--- src/design/assert_macros.svh ---
// ----------------------------------------------------------------------------
// assert_macros.svh
// Clocked assertion shorthands shared by the steering RTL.
// ----------------------------------------------------------------------------
`ifndef ASSERT_MACROS_SVH
`define ASSERT_MACROS_SVH

// Same-cycle implication, disabled while reset is high.
`define ASSERT_IMPLIES(lbl, clk_sig, rst_sig, ante, cons, msg) \
  lbl: assert property (@(posedge clk_sig) disable iff (rst_sig) (ante) |-> (cons)) \
    else $error(msg);

// Next-cycle implication, disabled while reset is high.
`define ASSERT_NEXT(lbl, clk_sig, rst_sig, ante, cons, msg) \
  lbl: assert property (@(posedge clk_sig) disable iff (rst_sig) (ante) |=> (cons)) \
    else $error(msg);

`endif

--- src/design/pdst_pkg.sv ---
// ----------------------------------------------------------------------------
// pdst_pkg
// Types and constants for the PD steering block with turn commitment.
// ----------------------------------------------------------------------------
package pdst_pkg;

  localparam int BEARING_W  = 8;
  localparam int AREA_W     = 20;
  localparam int TIME_W     = 32;
  localparam int SPEED_W    = 11;
  localparam int DZ_W       = 7;
  localparam int WIN_W      = 16;
  localparam int TURN_W     = 10;
  localparam int DRIVE_W    = 11;
  localparam int CFG_IDX_W  = 3;
  localparam int CFG_DATA_W = 20;
  localparam int S_TDATA_W  = 64;
  localparam int M_TDATA_W  = 24;

  // Derivative gain 12/10 as a fixed-point reciprocal, 2^16 scale.
  // Exact truncation for |delta bearing| up to 255.
  localparam int KD_RECIP_W = 17;
  localparam logic [KD_RECIP_W-1:0] KD_RECIP = 17'd78648;
  localparam int KD_SHIFT   = 16;

  localparam logic signed [TURN_W:0]  TURN_HI  = 11'sd511;
  localparam logic signed [TURN_W:0]  TURN_LO  = -11'sd512;
  localparam logic signed [DRIVE_W:0] DRIVE_HI = 12'sd1000;
  localparam logic signed [DRIVE_W:0] DRIVE_LO = -12'sd1000;

  localparam logic signed [SPEED_W-1:0] RST_BASE_NEAR    = 11'sd300;
  localparam logic signed [SPEED_W-1:0] RST_BASE_MID     = 11'sd500;
  localparam logic signed [SPEED_W-1:0] RST_BASE_FAR     = 11'sd800;
  localparam logic [AREA_W-1:0]         RST_NEAR_AREA    = 20'd15000;
  localparam logic [AREA_W-1:0]         RST_FAR_AREA     = 20'd3000;
  localparam logic [DZ_W-1:0]           RST_DEADZONE     = 7'd8;
  localparam logic [WIN_W-1:0]          RST_COMMIT_WIN   = 16'd150;

  typedef enum logic [CFG_IDX_W-1:0] {
    REG_BASE_NEAR     = 3'd0,
    REG_BASE_MID      = 3'd1,
    REG_BASE_FAR      = 3'd2,
    REG_NEAR_AREA     = 3'd3,
    REG_FAR_AREA      = 3'd4,
    REG_DEADZONE      = 3'd5,
    REG_COMMIT_WINDOW = 3'd6
  } cfg_reg_t;

  typedef struct packed {
    logic signed [SPEED_W-1:0] base_near;
    logic signed [SPEED_W-1:0] base_mid;
    logic signed [SPEED_W-1:0] base_far;
    logic [AREA_W-1:0]         near_area;
    logic [AREA_W-1:0]         far_area;
    logic [DZ_W-1:0]           deadzone;
    logic [WIN_W-1:0]          commit_window;
  } cfg_t;

  typedef struct packed {
    logic signed [BEARING_W-1:0] bearing;
    logic [AREA_W-1:0]           target_area;
    logic [TIME_W-1:0]           time_ms;
  } sample_t;

  typedef struct packed {
    logic signed [BEARING_W-1:0] last_bearing;
    logic signed [TURN_W-1:0]    held_turn;
    logic [TIME_W-1:0]           hold_start_time;
  } steer_state_t;

  typedef struct packed {
    logic signed [DRIVE_W-1:0] left_drive;
    logic signed [DRIVE_W-1:0] right_drive;
  } drive_t;

endpackage

--- src/design/pdst_cfg_regs.sv ---
// ----------------------------------------------------------------------------
// pdst_cfg_regs
// Configuration register file, write-only, indexed by register number.
// ----------------------------------------------------------------------------
module pdst_cfg_regs (
  input  logic                             clk,
  input  logic                             rst,
  input  logic                             cfg_wen,
  input  logic [pdst_pkg::CFG_IDX_W-1:0]   cfg_addr,
  input  logic [pdst_pkg::CFG_DATA_W-1:0]  cfg_wdata,
  output pdst_pkg::cfg_t                   cfg
);

  always_ff @(posedge clk) begin
    if (rst) begin
      cfg.base_near     <= pdst_pkg::RST_BASE_NEAR;
      cfg.base_mid      <= pdst_pkg::RST_BASE_MID;
      cfg.base_far      <= pdst_pkg::RST_BASE_FAR;
      cfg.near_area     <= pdst_pkg::RST_NEAR_AREA;
      cfg.far_area      <= pdst_pkg::RST_FAR_AREA;
      cfg.deadzone      <= pdst_pkg::RST_DEADZONE;
      cfg.commit_window <= pdst_pkg::RST_COMMIT_WIN;
    end else if (cfg_wen) begin
      case (pdst_pkg::cfg_reg_t'(cfg_addr))
        pdst_pkg::REG_BASE_NEAR: begin
          cfg.base_near <= $signed(cfg_wdata[pdst_pkg::SPEED_W-1:0]);
        end
        pdst_pkg::REG_BASE_MID: begin
          cfg.base_mid <= $signed(cfg_wdata[pdst_pkg::SPEED_W-1:0]);
        end
        pdst_pkg::REG_BASE_FAR: begin
          cfg.base_far <= $signed(cfg_wdata[pdst_pkg::SPEED_W-1:0]);
        end
        pdst_pkg::REG_NEAR_AREA: begin
          cfg.near_area <= cfg_wdata[pdst_pkg::AREA_W-1:0];
        end
        pdst_pkg::REG_FAR_AREA: begin
          cfg.far_area <= cfg_wdata[pdst_pkg::AREA_W-1:0];
        end
        pdst_pkg::REG_DEADZONE: begin
          cfg.deadzone <= cfg_wdata[pdst_pkg::DZ_W-1:0];
        end
        pdst_pkg::REG_COMMIT_WINDOW: begin
          cfg.commit_window <= cfg_wdata[pdst_pkg::WIN_W-1:0];
        end
        default: begin
          // unused index: ignored
        end
      endcase
    end
  end

endmodule

--- src/design/pdst_steer_law.sv ---
// ----------------------------------------------------------------------------
// pdst_steer_law
// Combinational steering law: base speed, PD turn, commitment, saturation.
// ----------------------------------------------------------------------------
module pdst_steer_law (
  input  pdst_pkg::sample_t       smp,
  input  pdst_pkg::steer_state_t  st,
  input  pdst_pkg::cfg_t          cfg,
  output pdst_pkg::steer_state_t  st_next,
  output pdst_pkg::drive_t        drive
);

  logic [pdst_pkg::BEARING_W-1:0]              d_mag;
  logic                                        centred;
  logic [pdst_pkg::TIME_W-1:0]                 elapsed;
  logic                                        live;
  logic signed [pdst_pkg::SPEED_W-1:0]         base;
  logic signed [pdst_pkg::BEARING_W:0]         diff;
  logic [pdst_pkg::BEARING_W-1:0]              diff_mag;
  logic [pdst_pkg::BEARING_W+pdst_pkg::KD_RECIP_W-1:0] q_prod;
  logic [pdst_pkg::BEARING_W+pdst_pkg::KD_RECIP_W-pdst_pkg::KD_SHIFT-1:0] q_mag;
  logic signed [pdst_pkg::TURN_W:0]            q_term;
  logic signed [pdst_pkg::TURN_W:0]            p_term;
  logic signed [pdst_pkg::TURN_W:0]            pd_raw;
  logic signed [pdst_pkg::TURN_W-1:0]          pd_turn;
  logic                                        flip_blocked;
  logic signed [pdst_pkg::TURN_W-1:0]          turn;
  logic signed [pdst_pkg::DRIVE_W:0]           left_sum;
  logic signed [pdst_pkg::DRIVE_W:0]           right_sum;

  function automatic logic signed [pdst_pkg::DRIVE_W-1:0] sat_drive(
    input logic signed [pdst_pkg::DRIVE_W:0] v
  );
    logic signed [pdst_pkg::DRIVE_W:0] r;
    r = v;
    if (v > pdst_pkg::DRIVE_HI) r = pdst_pkg::DRIVE_HI;
    if (v < pdst_pkg::DRIVE_LO) r = pdst_pkg::DRIVE_LO;
    return r[pdst_pkg::DRIVE_W-1:0];
  endfunction

  always_comb begin
    // |bearing|; -128 maps to 128, which still fits unsigned
    d_mag   = smp.bearing[pdst_pkg::BEARING_W-1] ?
              (pdst_pkg::BEARING_W)'(-smp.bearing) : smp.bearing;
    centred = d_mag < {1'b0, cfg.deadzone};

    elapsed = smp.time_ms - st.hold_start_time;
    live    = elapsed < {{(pdst_pkg::TIME_W-pdst_pkg::WIN_W){1'b0}}, cfg.commit_window};

    if (smp.target_area > cfg.near_area) begin
      base = cfg.base_near;
    end else if (smp.target_area < cfg.far_area) begin
      base = cfg.base_far;
    end else begin
      base = cfg.base_mid;
    end

    // D term: trunc(1.2 * delta) via magnitude and reciprocal multiply
    diff     = {smp.bearing[pdst_pkg::BEARING_W-1], smp.bearing}
             - {st.last_bearing[pdst_pkg::BEARING_W-1], st.last_bearing};
    diff_mag = diff[pdst_pkg::BEARING_W] ?
               (pdst_pkg::BEARING_W)'(-diff) : diff[pdst_pkg::BEARING_W-1:0];
    q_prod   = (pdst_pkg::BEARING_W+pdst_pkg::KD_RECIP_W)'(diff_mag)
             * (pdst_pkg::BEARING_W+pdst_pkg::KD_RECIP_W)'(pdst_pkg::KD_RECIP);
    q_mag    = q_prod[pdst_pkg::BEARING_W+pdst_pkg::KD_RECIP_W-1:pdst_pkg::KD_SHIFT];
    q_term   = diff[pdst_pkg::BEARING_W] ?
               -$signed({2'b00, q_mag}) : $signed({2'b00, q_mag});

    // P term: 20/10 is exactly 2
    p_term   = {{2{smp.bearing[pdst_pkg::BEARING_W-1]}}, smp.bearing, 1'b0};
    pd_raw   = p_term + q_term;
    if (pd_raw > pdst_pkg::TURN_HI) begin
      pd_turn = pdst_pkg::TURN_HI[pdst_pkg::TURN_W-1:0];
    end else if (pd_raw < pdst_pkg::TURN_LO) begin
      pd_turn = pdst_pkg::TURN_LO[pdst_pkg::TURN_W-1:0];
    end else begin
      pd_turn = pd_raw[pdst_pkg::TURN_W-1:0];
    end

    flip_blocked = ((pd_turn > 0) != (st.held_turn > 0))
                 && (st.held_turn != '0) && live;

    st_next              = st;
    st_next.last_bearing = smp.bearing;
    if (centred) begin
      turn = live ? st.held_turn : '0;
    end else if (flip_blocked) begin
      turn = st.held_turn;
    end else begin
      turn                    = pd_turn;
      st_next.held_turn       = pd_turn;
      st_next.hold_start_time = smp.time_ms;
    end

    left_sum  = {base[pdst_pkg::SPEED_W-1], base}
              + {{2{turn[pdst_pkg::TURN_W-1]}}, turn};
    right_sum = {base[pdst_pkg::SPEED_W-1], base}
              - {{2{turn[pdst_pkg::TURN_W-1]}}, turn};
    drive.left_drive  = sat_drive(left_sum);
    drive.right_drive = sat_drive(right_sum);
  end

endmodule

--- src/design/pd_steering_with_turn_commit_top.sv ---
// ----------------------------------------------------------------------------
// pd_steering_with_turn_commit_top
// Takes one sample beat per clock (bearing, area, timestamp) unless the
// output stalls, and returns one beat of left/right wheel commands per
// sample, in order. A beat is registered on input; once the output register
// is free or draining, the steering law result and the commitment state
// update are registered together into the output register and the state,
// and the commands are then presented with m_tvalid. One sample per cycle
// is sustained while m_tready is held high. The state loop (last bearing,
// held turn, hold start time) closes within the compute stage, so
// back-to-back samples need no gaps. Configuration writes take effect on the next clock and should be made while idle.
// ----------------------------------------------------------------------------
`include "assert_macros.svh"

module pd_steering_with_turn_commit_top (
  input  logic                              clk,
  input  logic                              rst,
  input  logic                              cfg_wen,
  input  logic [pdst_pkg::CFG_IDX_W-1:0]    cfg_addr,
  input  logic [pdst_pkg::CFG_DATA_W-1:0]   cfg_wdata,
  input  logic                              s_tvalid,
  output logic                              s_tready,
  // [7:0] bearing, [27:8] target_area, [59:28] time_ms, [63:60] zero
  input  logic [pdst_pkg::S_TDATA_W-1:0]    s_tdata,
  output logic                              m_tvalid,
  input  logic                              m_tready,
  // [10:0] left_drive, [21:11] right_drive, [23:22] zero
  output logic [pdst_pkg::M_TDATA_W-1:0]    m_tdata
);

  pdst_pkg::cfg_t          cfg;
  pdst_pkg::sample_t       in_smp;
  logic                    in_valid;
  pdst_pkg::steer_state_t  st;
  pdst_pkg::steer_state_t  st_next;
  pdst_pkg::drive_t        drive_next;
  pdst_pkg::drive_t        drive;
  logic                    adv;

  pdst_cfg_regs u_cfg (
    .clk       (clk),
    .rst       (rst),
    .cfg_wen   (cfg_wen),
    .cfg_addr  (cfg_addr),
    .cfg_wdata (cfg_wdata),
    .cfg       (cfg)
  );

  pdst_steer_law u_law (
    .smp     (in_smp),
    .st      (st),
    .cfg     (cfg),
    .st_next (st_next),
    .drive   (drive_next)
  );

  // compute stage moves when the output register is free or draining
  assign adv      = in_valid && (!m_tvalid || m_tready);
  assign s_tready = !in_valid || !m_tvalid || m_tready;

  always_ff @(posedge clk) begin
    if (rst) begin
      in_valid <= 1'b0;
      m_tvalid <= 1'b0;
      st       <= '0;
    end else begin
      if (s_tready) in_valid <= s_tvalid;
      if (adv) begin
        st       <= st_next;
        m_tvalid <= 1'b1;
      end else if (m_tready) begin
        m_tvalid <= 1'b0;
      end
    end
  end

  always_ff @(posedge clk) begin
    if (s_tvalid && s_tready) begin
      in_smp.bearing     <= $signed(s_tdata[7:0]);
      in_smp.target_area <= s_tdata[27:8];
      in_smp.time_ms     <= s_tdata[59:28];
    end
    if (adv) drive <= drive_next;
  end

  assign m_tdata = {2'b00, drive.right_drive, drive.left_drive};

  `ASSERT_NEXT(a_in_hold, clk, rst, in_valid && m_tvalid && !m_tready, in_valid && $stable(in_smp), "input beat lost under output stall")
  `ASSERT_NEXT(a_state_idle, clk, rst, !adv, $stable(st), "steering state moved without a beat")
  `ASSERT_NEXT(a_out_fill, clk, rst, adv, m_tvalid, "computed beat not presented")
  `ASSERT_IMPLIES(a_drive_range, clk, rst, m_tvalid, (drive.left_drive >= -11'sd1000) && (drive.left_drive <= 11'sd1000) && (drive.right_drive >= -11'sd1000) && (drive.right_drive <= 11'sd1000), "drive command outside limit")

endmodule
--- config.mk ---
export PLATFORM = sky130hd
export DESIGN_NAME = pd_steering_with_turn_commit_top
export DESIGN_NICKNAME = d
export VERILOG_FILES = /design/src/design/pdst_pkg.sv /design/src/design/pdst_cfg_regs.sv /design/src/design/pdst_steer_law.sv /design/src/design/pd_steering_with_turn_commit_top.sv
export VERILOG_INCLUDE_DIRS = /design/src /design/src/design
export SDC_FILE = /design/constraint.sdc
export NUM_CORES = 1
export LEC_CHECK = 0
export BUFFER_PORTS_ARGS = -buffer_cell sky130_fd_sc_hd__buf_2
export CAP_MARGIN = 20
export CORE_MARGIN = 1.5
export CORE_UTILIZATION = 50
export CTS_CLUSTER_SIZE = 14
export DETAILED_ROUTE_END_ITERATION = 10
export GPL_ROUTABILITY_DRIVEN = 0
export PLACE_DENSITY = 0.64
export SLEW_MARGIN = 25
export SYNTH_ARGS = -nofsm -noshare
export SYNTH_HDL_FRONTEND = slang
export SYNTH_SLANG_ARGS = --single-unit
--- constraint.sdc ---
create_clock -name clk -period 26.8 [get_ports clk]
set_clock_uncertainty 0.15 [all_clocks]
set_input_delay 1.34 -clock clk [delete_from_list [all_inputs] [get_ports clk]]
set_output_delay 1.34 -clock clk [all_outputs]
set_load 0.02 [all_outputs]
; Yosys cells after proc, flatten, opt, wreduce, memory -nomap -nowiden
; Cells that the tools add are included.
[word_totals]
reg_bits = 230
latchBits = 0
ramBits = 0
mem_bits_ro = 0
inputBits = 92
output_inout_bits = 26
wordCells = 85
n_memories = 0
[classes]
n_addsub = 8
n_mul = 1
div = 0
magnitude_cmp = 12
n_eq_ne = 7
shifts = 0
mux = 14
n_bitwise = 2
n_reduce_logical = 22
[ops]
columns = operator, count
row1 = 2-to-1 mux 11 bit, 5
row2 = 2-to-1 mux 10 bit, 5
row3 = less-than comparator 32 x 16 -> 1 bit, 1
row4 = subtractor 32 bit, 1
row5 = > comparator 12 x 11 -> 1 bit (second input constant), 2
row6 = less-than comparator 12 x 11 -> 1 bit (second input constant), 2
row7 = multiplier 8 x 14 -> 22 bit (second input constant), 1
row8 = > comparator 10 x 1 -> 1 bit (second input constant), 2
row9 = > comparator 20 bit, 1
row10 = less-than comparator 20 bit, 1
row11 = 2-to-1 mux 8 bit, 2
row12 = negation 8 bit, 2
row13 = AND reduction 2 bit, 7
row14 = adder 11 x 10 -> 12 bit, 1
row15 = subtractor 11 x 10 -> 12 bit, 1
row16 = adder 9 x 11 -> 11 bit, 1
row17 = > comparator 11 x 10 -> 1 bit (second input constant), 1
row18 = less-than comparator 11 x 10 -> 1 bit (second input constant), 1
row19 = negation 9 -> 11 bit, 1
row20 = nonzero test 10 bit, 1
row21 = == test 3 bit (second input constant), 3
row22 = subtractor 8 x 8 -> 9 bit, 1
row23 = less-than comparator 8 x 7 -> 1 bit, 1
row24 = == test 3 x 2 -> 1 bit (second input constant), 2
row25 = 11 further kinds, 20

; Depth between registers and ports, before layout
; Gate-level depths: netlist of the first run.
[logic_depth]
ltp_word = 19
mapped_depth = 61
depth_no_buf = 60

; By module
; From an unflattened synthesis of the first run, not the netlist that was laid out.
[unflattened]
hier_cells = 1848
area_unflattened_um2 = 17535.6
[modules_own_cells]
columns = mod, n_inst, cells_per_inst, area_per_inst_um2, seq_area_each_um2
row1 = pdst_steer_law, 1, 1174, 8838.5, 0.0
row2 = pd_steering_with_turn_commit_top, 1, 312, 4849.7, 3503.4
row3 = pdst_cfg_regs, 1, 362, 3847.4, 1921.8

; Least setup slack after synthesis of the first run
; No wires, ideal clock.
[synth_timing]
kind = reg-to-reg
startpoint = register in_smp[52] in the netlist's numbering
endpoint = register drive (netlist bit m_tdata[3]), data pin
setup_ps = 261
arrival_ps = 12179
required_time_ps = 26389
setup_slack_ps = 14210
path_stages_with_launch = 59
path_buffers = 1
period_less_slack_ps = 12590
path_cell_list = edfxtp_1 -> inv_1 -> ha_1 -> inv_1 -> fa_1 -> a21o_1 -> a21oi_1 -> o21bai_1 -> a21oi_1 -> mux2_2 -> a222oi_1 -> o21ai_0 -> xor2_1 -> inv_1 -> ha_1 -> inv_1 -> ha_1 -> inv_1 -> (+23 left out) -> nor3_1 -> nor2_2 -> buf_2 -> a21o_1 -> ha_1 -> inv_1 -> fa_1 -> nor2b_1 -> o21ai_0 -> a21oi_1 -> o21ai_0 -> a21oi_1 -> o21ai_0 -> a2111oi_0 -> a211oi_1 -> a32oi_1 -> nand2b_1 -> nand2b_1
[synth_between]
elab_chain_cells = 19
word_cells_on_any_way = 24
classes_between = add/sub: 6 / mul: 1 / order compare: 6 / eq/ne: 1 / mux: 7 / reduce/logical: 3
[synth_lines]
columns = element, line
row1 = start: declaration, pd_steering_with_turn_commit_top.sv:32  ; pdst_pkg::sample_t in_smp;
row2 = subtractor 8 x 8 -> 9 bit, pdst_steer_law.sv:60  ; - {st.last_bearing[pdst_pkg::BEARING_W-1], st.last_bearing};
row3 = negation 8 bit, pdst_steer_law.sv:62  ; (pdst_pkg::BEARING_W)'(-diff) : diff[pdst_pkg::BEARING_W-1:0];
row4 = 2-to-1 mux 8 bit, pdst_steer_law.sv:61  ; diff_mag = diff[pdst_pkg::BEARING_W] ?
row5 = multiplier 8 x 14 -> 22 bit, pdst_steer_law.sv:64  ; * (pdst_pkg::BEARING_W+pdst_pkg::KD_RECIP_W)'(pdst_pkg::KD_RECIP);
row6 = negation 9 -> 11 bit, pdst_steer_law.sv:67  ; -$signed({2'b00, q_mag}) : $signed({2'b00, q_mag});
row7 = 2-to-1 mux 11 bit, pdst_steer_law.sv:66  ; q_term = diff[pdst_pkg::BEARING_W] ?
row8 = adder 9 x 11 -> 11 bit, pdst_steer_law.sv:71  ; pd_raw = p_term + q_term;
row9 = less-than comparator 11 x 10 -> 1 bit, pdst_steer_law.sv:74  ; end else if (pd_raw < pdst_pkg::TURN_LO) begin
row10 = (+2 left out), n/a
row11 = > comparator 10 x 1 -> 1 bit, pdst_steer_law.sv:80  ; flip_blocked = ((pd_turn > 0) != (st.held_turn > 0))
row12 = inequality test 1 bit, pdst_steer_law.sv:80
row13 = logical AND 1 bit (2 in series), pdst_steer_law.sv:81  ; && (st.held_turn != '0) && live;
row14 = 2-to-1 mux 10 bit, pdst_steer_law.sv:87  ; end else if (flip_blocked) begin
row15 = 2-to-1 mux 10 bit *, pdst_steer_law.sv:85  ; if (centred) begin
row16 = adder 11 x 10 -> 12 bit *, pdst_steer_law.sv:96  ; + {{2{turn[pdst_pkg::TURN_W-1]}}, turn};
row17 = less-than comparator 12 x 11 -> 1 bit / > comparator 12 x 11 -> 1 bit (equally long branches), "pdst_steer_law.sv:37, pdst_steer_law.sv:36"
row18 = OR reduction 2 bit (no source line), n/a
row19 = end signal: assignment, pd_steering_with_turn_commit_top.sv:83  ; if (adv) drive <= drive_next;
row20 = end: declaration, pd_steering_with_turn_commit_top.sv:37  ; pdst_pkg::drive_t drive;
; Mark *: on every way between the ends. The rest lies on a longest branch, timed or not.
; A chain may end at the register's enable or synchronous reset.

; Worst setup path in the final report of the first run
; Ends and elaborated chain as after synthesis.

==> metrics.yaml, run 1 <==
clock_network:
  cts_resized: 0
  cts_tree: "built"
  clock-sinks: 230
  cts_max_level: 1
  path_clk_slew_ns: 0.06
  cts_buffers: 26
  cts_root_buffer: "clkbuf_16"
  clock_latency_ns: 0.57
  ctsHoldBuffers: 0
  post-cts-setup-buffers: 0
  clockBufferDepth: 3
drt:
  viasPerCell: 5.55
  dr.pass1.iters: 5
  first_iter_violations: 799
  vias: 13900
  route.detailed.drc: 0
  wl_per_cell_um: 15.8
  ant_nets: 0
  drt_wl_total_um: 39400
yosys:
  netlist_area_um2: 16500
  synth_most_common_cell: "nand2_1"
  netlist_instances: 1962
  yosys.area.top_type: "dfxtp_1"
  synth-edff-count: 82
  netlist_top_cells_count: "nand2_1 (261), a21oi_1 (220), inv_1 (193)"
  synth_ff_type: "dfxtp_1"
  synth-async-reset-ratio: 0
  ys_ff_latch: 230
  ys_types: 86
  synth_area_leaders: "dfxtp_1 (18%), edfxtp_1 (15%), ha_1 (14%)"
  synth-warning-count: 0
  synth-seq-area-share: 0.329
  synth_top_area_frac: 0.179
  syn_avg_cell_area_um2: 8.41
critical_path:
  crit_top_cell: "inv_1"
  slowest_stage: "a211oi_1"
  critical_path_class: "flop to flop"
  endpoint_kind: "flop"
  critPathMaxFanout: 17
  cp-start-kind: "flop"
  cp.required_ns: 26.96
  arrival_ns: 14.92
  worst_path_largest_cell_delay_ns: 0.55
floorplan:
  core_area_um2: 32500
  die_area_um2: 34100
  fp.dieH_um: 185
  die_w_um: 185
  start_util: 0.507
  fp-row-count: 66
  ios: 118
layout:
  syn_to_final_growth_pct: 10.5
  drive_above_1_share: 0.0964
  regArea_um2: 5430
  finish.utilization: 0.561
  layout.nets: 2337
  multi_input_area_um2: 10000
  fillers: 3128
global_route:
  antenna_found_initial: 1
  grt_max_degree: 87
  grt_pass1_wl_um: 64000
  track_usage: 0.231
  gr-total-overflow: 0
  grt_pass1_vias: 13100
outcome:
  status: "completed"
sta:
  finalSetupViolations: 0
  fin_crit_ns: 14.76
  slew_headroom: 0.384
  hold_viol_final: 0
  grt_setup_unrepaired: "false"
  finalSetupTns_ns: 0
  max_freq_ghz: 0.0677
  slew_viol_final: 0
  tightest_slew_ns: 0.921
  fin_crit_sh: 0.551
worst_hold_path:
  hold_class: "flop to flop"
placed_design:
  portBuffers: 111
  dpl.hpwl_um: 29200
run:
  maxCapViolations: 0
sequential cells by signal, summed over array words and instances (netlist names):
register and cells:
u_cfg.cfg 96, st 50, in_valid 1, in_smp 60, m_tvalid 1, m_tdata 22
path summary, 6_finish.rpt:
path                                     from             to  slack [ns]  depth (start not counted)
worst min register to register  u_cfg.cfg[40]  u_cfg.cfg[40]        0.30                          2
worst max-delay path               in_smp[52]     m_tdata[3]       12.04                         57
worst min-delay path            u_cfg.cfg[40]  u_cfg.cfg[40]        0.30                          2
worst max register to register     in_smp[52]     m_tdata[3]       12.04                         57
cells in the final DEF (no fill, tap or decap), types with 8 or more instances in the layout:
| master | instances |
|---|---|
| maj3_1 | 11 |
| nand3b_1 | 26 |
| buf_2 | 110 |
| a21oi_1 | 220 |
| xnor2_1 | 47 |
| nand3_1 | 60 |
| o211ai_1 | 16 |
| a31oi_1 | 8 |
| nor3_1 | 37 |
| nor2b_1 | 26 |
| a211o_1 | 12 |
| a211oi_1 | 18 |
| a21o_1 | 51 |
| buf_4 | 11 |
| mux2i_1 | 16 |
| or3_1 | 9 |
| fa_1 | 25 |
| edfxtp_1 | 82 |
| ha_1 | 187 |
| nand2b_1 | 23 |
| clkbuf_16 | 28 |
| dfxtp_1 | 148 |
| nor4_1 | 10 |
| o21a_1 | 22 |
| nand2_1 | 261 |
| o21ai_0 | 100 |
| and3_1 | 11 |
| nor2_1 | 94 |
| o21bai_1 | 17 |
| nand4_1 | 18 |
| inv_1 | 193 |
| xor2_1 | 11 |
worst max-delay path: cells and delay by family (launching register included):
| kind | cells | cell delay [ns] |
|---|---|---|
| buf+inv | 8 | 0.84 |
| compound gates | 24 | 5.24 |
| flops | 1 | 0.45 |
| simple gates | 9 | 2.28 |
| xor+xnor | 2 | 0.65 |
| fa+ha+maj | 13 | 4.47 |
| mux | 1 | 0.39 |
through the flow:
stage	hold WS (ns)	setup WS, ns	instance area [um2]	cells
6_report	0.304	12.04	18200	2496
5_1_grt	0.319	10.58	18200	2496
4_1_cts	0.305	12.09	18200	2495
3_5_place_dp	0.297	12.13	17400	2447
3_3_place_gp	0.292	12.43	17400	2447
2_1_floorplan	0.284	14.21	16500	1963
per-layer routing:
metal  share of wire  wire [um]  vias up  GRT usage
li1                -          -     7055          -
met1            0.48      18800     6468      0.310
met2            0.46      18100      276      0.390
met3           0.037       1470       57     0.0263
met4           0.027       1050        0     0.0693
met5               0          0        -          0
cell type report:
cell class	instances	share of cell area
flip-flops and latches	230	0.297
repair buffers	121	0.0347
inverters	194	0.0399
diodes	1	0.000137
clock inverters	11	0.00563
multi-input cells	1460	0.550
well taps	442	0.0303
clock buffers	37	0.0414
cell families after synthesis:
kind of cell    Yosys count  share of synthesized area
flops                   230                      0.329
compound gates          535                      0.202
xor+xnor                 59                     0.0318
mux                      19                     0.0117
fa+ha+maj               227                      0.181
simple gates            618                      0.179
other cells               1                   0.000227
buf+inv                 273                     0.0649
Power of run 1 is not shown: default switching activity piles up to over one toggle a cycle in this logic, so the estimate is an artifact.
==> run 2, diff against run 1 <==
==> constraint.sdc (replaced) <==
create_clock -name clk -period 13.78 [get_ports clk]
set_clock_uncertainty 0.15 [all_clocks]
set_input_delay 0.689 -clock clk [delete_from_list [all_inputs] [get_ports clk]]
set_output_delay 0.689 -clock clk [all_outputs]
set_load 0.02 [all_outputs]
==> run 2 against run 1 <==
Register-to-register slack got worse by 11 ns. Utilization rose by 1.2 points. Setup slack got worse by 11 ns. Final area rose by 2.2%. Non-clock buffer count rose by 23. Count of clock-buffer cells in the layout did not move. Die area did not move. Hold slack got worse by 0.17 ns. Final cell count rose by 0.92%. Sequential share of layout area fell by 0.64 points. Flip-flop and latch count did not move. Critical path depth did not move. Largest cell class unchanged.
==> metrics.yaml, run 2 (synthesized netlist as in run 1, its figures left out) <==
outcome:
  status: "completed"
drt:
  dr.pass1.iters: 5
  viasPerCell: 5.57
  first_iter_violations: 1008
  drt_wl_total_um: 40100
  route.detailed.drc: 0
  vias: 14000
  wl_per_cell_um: 15.9
  ant_nets: 0
critical_path:
  endpoint_kind: "flop"
  critical_path_class: "flop to flop"
  r2r_start: "in_smp[52]"
  cp.required_ns: 14.04
  crit_top_cell: "ha_1"
  arrival_ns: 13.16
  critPathLaunch: "in_smp[52]"
  worstSetupEndpoint: "m_tdata[12]"
  reg2reg_depth: 57
  slowest_stage: "or4b_2"
  worst_path_largest_cell_delay_ns: 0.62
  rrSetupSlack_ns: 0.88
  r2r-end: "m_tdata[12]"
  critPathMaxFanout: 12
  cp-start-kind: "flop"
global_route:
  grt_max_degree: 103
  grt_pass1_wl_um: 65300
  track_usage: 0.236
  antenna_found_initial: 1
  grt_pass1_vias: 13300
  gr-total-overflow: 0
sta:
  holdWs_ns: 0.137
  finalSetupViolations: 0
  tightest_slew_ns: 0.997
  slew_headroom: 0.333
  worst_slack_ns: 0.880
  fin_crit_sh: 0.936
  max_freq_ghz: 0.0775
  hold_viol_final: 0
  finalSetupTns_ns: 0
  fin_crit_ns: 12.90
  slew_viol_final: 0
layout:
  layout_commonest_cell: "nand2_1"
  stdcell_area_um2: 18600
  multi_input_area_um2: 10200
  layout_common_cells: "nand2_1 (260), a21oi_1 (214), inv_1 (192)"
  syn_to_final_growth_pct: 12.9
  layout.nets: 2360
  drive_above_1_share: 0.117
  fillers: 3035
  largest_reg_flops: 96
  regArea_um2: 5430
  reg_top3: "u_cfg.cfg x96, in_smp x60, st x50"
  largest-register: "u_cfg.cfg"
placed_design:
  placed_cell_area_um2: 17500
  dpl.hpwl_um: 29900
  dp_slack_ns: 0.176
  portBuffers: 111
floorplan:
  core_area_um2: 32500
  die_area_um2: 34100
  fp-row-count: 66
  fp.dieH_um: 185
  ios: 118
  die_w_um: 185
  start_util: 0.507
clock_network:
  cts_max_level: 1
  cts_tree: "built"
  clock-sinks: 230
  cts_root_buffer: "clkbuf_16"
  path_clk_slew_ns: 0.06
  cts_buffers: 26
  clock_latency_ns: 0.57
  clockBufferDepth: 3
run:
  maxCapViolations: 0
worst_hold_path:
  hold_class: "input port to flop"
## run 2: changes by cell type in the layout (fill, tap and decap cells not counted), sizes merged
cell | previous run | this run
bufinv | 1 | 4
buf | 121 | 144
clkinv | 11 | 6
inv | 193 | 195
## run 2: what timing repair did
| action | in CTS | in global routing |
|---|---|---|
| resized for setup | 0 | 27 |
| hold buffers | 0 | 0 |
| setup buffers | 0 | 9 |
| endpoints found under the setup margin | 0 | 22 |
## run 2: through the flow
stage | utilization | std cells
after floorplan | - | 1963
after global placement | 0.537 | 2461
after detailed placement | 0.538 | 2461
after CTS | 0.567 | 2509
after global routing | 0.573 | 2519
final | 0.573 | 2519
## run 2: layout make-up
class	count	share of cell area
diodes	1	0.000134
inverters	194	0.0391
multi-input cells	1460	0.545
clock inverters	11	0.00987
clock buffers	37	0.0421
well taps	442	0.0297
repair buffers	144	0.0434
flip-flops and latches	230	0.291
## run 2: worst min-delay path by stage
| stage | from | end | slack [ns] | cells past startpoint |
|---|---|---|---|---|
| 6_report | s_tdata[13] | in_smp[37] | 0.14 | 1 |
| 2_1_floorplan | u_cfg.cfg[0] | u_cfg.cfg[0] | 0.28 | 2 |
| 4_1_cts | s_tdata[13] | in_smp[37] | 0.11 | 1 |
| 3_5_place_dp | u_cfg.cfg[69] | u_cfg.cfg[69] | 0.30 | 2 |
| 3_3_place_gp | u_cfg.cfg[73] | u_cfg.cfg[73] | 0.29 | 2 |
| 5_1_grt | s_tdata[8] | in_smp[32] | 0.12 | 1 |
## run 2: worst max-delay path, delay by kind of cell, from the launching register on
| family | cells | cell delay, ns |
|---|---|---|
| AO/OA/AOI/OAI | 23 | 4.18 |
| XOR/XNOR | 3 | 0.63 |
| adder cells (fa/ha/maj) | 12 | 4.00 |
| buffers and inverters | 8 | 0.74 |
| flip-flops | 1 | 0.41 |
| multiplexers | 1 | 0.35 |
| AND/OR/NAND/NOR | 10 | 2.27 |
## run 2: metal layers
metal / routed length [um] / track usage
met5: 0 / 0
met1: 18700 / 0.314
met2: 18800 / 0.399
met3: 1520 / 0.0259
met4: 1140 / 0.0790
Power of run 2 is left out for the same reason.
==> run 3, diff against run 2 <==
--- a/config.mk
+++ b/config.mk
@@ -13,7 +13,7 @@
 export CTS_CLUSTER_SIZE = 14
 export DETAILED_ROUTE_END_ITERATION = 10
 export GPL_ROUTABILITY_DRIVEN = 0
-export PLACE_DENSITY = 0.64
+export PLACE_DENSITY = 0.67
 export SLEW_MARGIN = 25
 export SYNTH_ARGS = -nofsm -noshare
 export SYNTH_HDL_FRONTEND = slang
==> run 3 against run 2 <==
Hold slack improved by 0.016 ns. Die area unchanged. Via count rose by 0.49%. Highest routed layer unchanged.
==> metrics.yaml, run 3 (synthesized netlist as in run 1, its figures left out) <==
critical_path:
  cp.required_ns: 13.93
  slowest_stage: "or4b_2"
  endpoint_kind: "flop"
  cp-start-kind: "flop"
  arrival_ns: 13.09
  reg2reg_depth: 56
  r2r_start: "in_smp[52]"
  worst_path_largest_cell_delay_ns: 0.63
  r2r-end: "m_tdata[13]"
  critical_path_class: "flop to flop"
  critPathMaxFanout: 12
  crit_top_cell: "ha_1"
  rrSetupSlack_ns: 0.84
placed_design:
  dpl.hpwl_um: 29600
  portBuffers: 111
  dp_cells: 2459
  placed_cell_area_um2: 17500
layout:
  largest-register: "u_cfg.cfg"
  finish.utilization: 0.567
  multi_input_area_um2: 10200
  stdcell_area_um2: 18500
  final_cells: 2510
  layout_commonest_cell: "nand2_1"
  layout.nets: 2352
  layout_common_cells: "nand2_1 (261), a21oi_1 (215), inv_1 (192)"
  syn_to_final_growth_pct: 11.8
  drive_above_1_share: 0.111
  regArea_um2: 5430
  fillers: 3013
  reg_top3: "u_cfg.cfg x96, in_smp x60, st x50"
  largest_reg_flops: 96
  num_antenna_cells: 0
clock_network:
  cts_buffers: 26
  cts_root_buffer: "clkbuf_16"
  path_clk_slew_ns: 0.06
  clock-sinks: 230
  cts_tree: "built"
  cts_max_level: 1
  clockBufferDepth: 3
  clock_latency_ns: 0.56
sta:
  fin_crit_sh: 0.939
  finalSetupTns_ns: 0
  max_freq_ghz: 0.0773
  tightest_slew_ns: 1.00
  fin_crit_ns: 12.94
  hold_viol_final: 0
  finalSetupViolations: 0
  slew_headroom: 0.330
  slew_viol_final: 0
worst_hold_path:
  hold_class: "input port to flop"
  min_to: "in_smp[48]"
  min-delay-start: "s_tdata[24]"
  hold_depth: 1
outcome:
  status: "completed"
drt:
  drt_wl_total_um: 39900
  vias: 14100
  wl_per_cell_um: 15.9
  ant_nets: 0
  viasPerCell: 5.62
  route.detailed.drc: 0
  dr.pass1.iters: 5
  first_iter_violations: 828
global_route:
  grt_pass1_wl_um: 64600
  grt_max_degree: 93
  antenna_found_initial: 0
  track_usage: 0.233
  gr-total-overflow: 0
  grt_pass1_vias: 13200
run:
  maxCapViolations: 0
floorplan:
  ios: 118
  core_area_um2: 32500
  fp-row-count: 66
  die_area_um2: 34100
  start_util: 0.507
  die_w_um: 185
  fp.dieH_um: 185
==> run 3: final cells by class <==
type,count,share of cell area
Multi-Input combinational cell,1460,0.551
Tap cell,442,0.0300
Clock buffer,37,0.0380
Sequential cell,230,0.294
Clock inverter,11,0.00746
Inverter,194,0.0394
Timing Repair Buffer,136,0.0404
==> run 3: worst max path at each step <==
stage | start | endpoint | slack [ns]
finish | in_smp[52] | m_tdata[13] | 0.84
global route | in_smp[52] | m_tdata[3] | -0.14
CTS | in_smp[52] | m_tdata[13] | 0.12
detailed placement | in_smp[52] | m_tdata[13] | 0.18
global placement | in_smp[52] | m_tdata[13] | 0.53
floorplan | in_smp[52] | m_tdata[3] | 1.19
==> run 3: layer usage <==
metal,GRT usage,vias up,part of all wire
met5,0,-,0
met4,0.0693,0,0.027
met3,0.0281,68,0.044
met2,0.398,327,0.47
met1,0.307,6651,0.46
li1,-,7065,-
==> run 3: through the flow <==
step                hold WS (ns)  worst slack [ns]
finish                     0.153             0.838
global route               0.134            -0.139
CTS                        0.129             0.122
detailed placement         0.297             0.177
global placement           0.291             0.532
floorplan                  0.284              1.19
==> run 3: worst max-delay path, delay by kind of cell (launching register included) <==
kind	cells	cell delay (ns)
buffers and inverters	7	0.62
DFF	1	0.44
adders and majority gates	13	4.49
muxes	1	0.36
xor gates and xnor gates	3	0.71
AOI/OAI and AO/OA	24	4.18
and+or+nand+nor	8	1.75
==> run 3: what timing repair did <==
| action | in CTS | in global routing |
|---|---|---|
| hold buffers | 0 | 0 |
| setup endpoints to repair | 0 | 22 |
| gates resized for setup | 0 | 28 |
| setup buffers | 0 | 3 |
Power of run 3 is left out for the same reason.
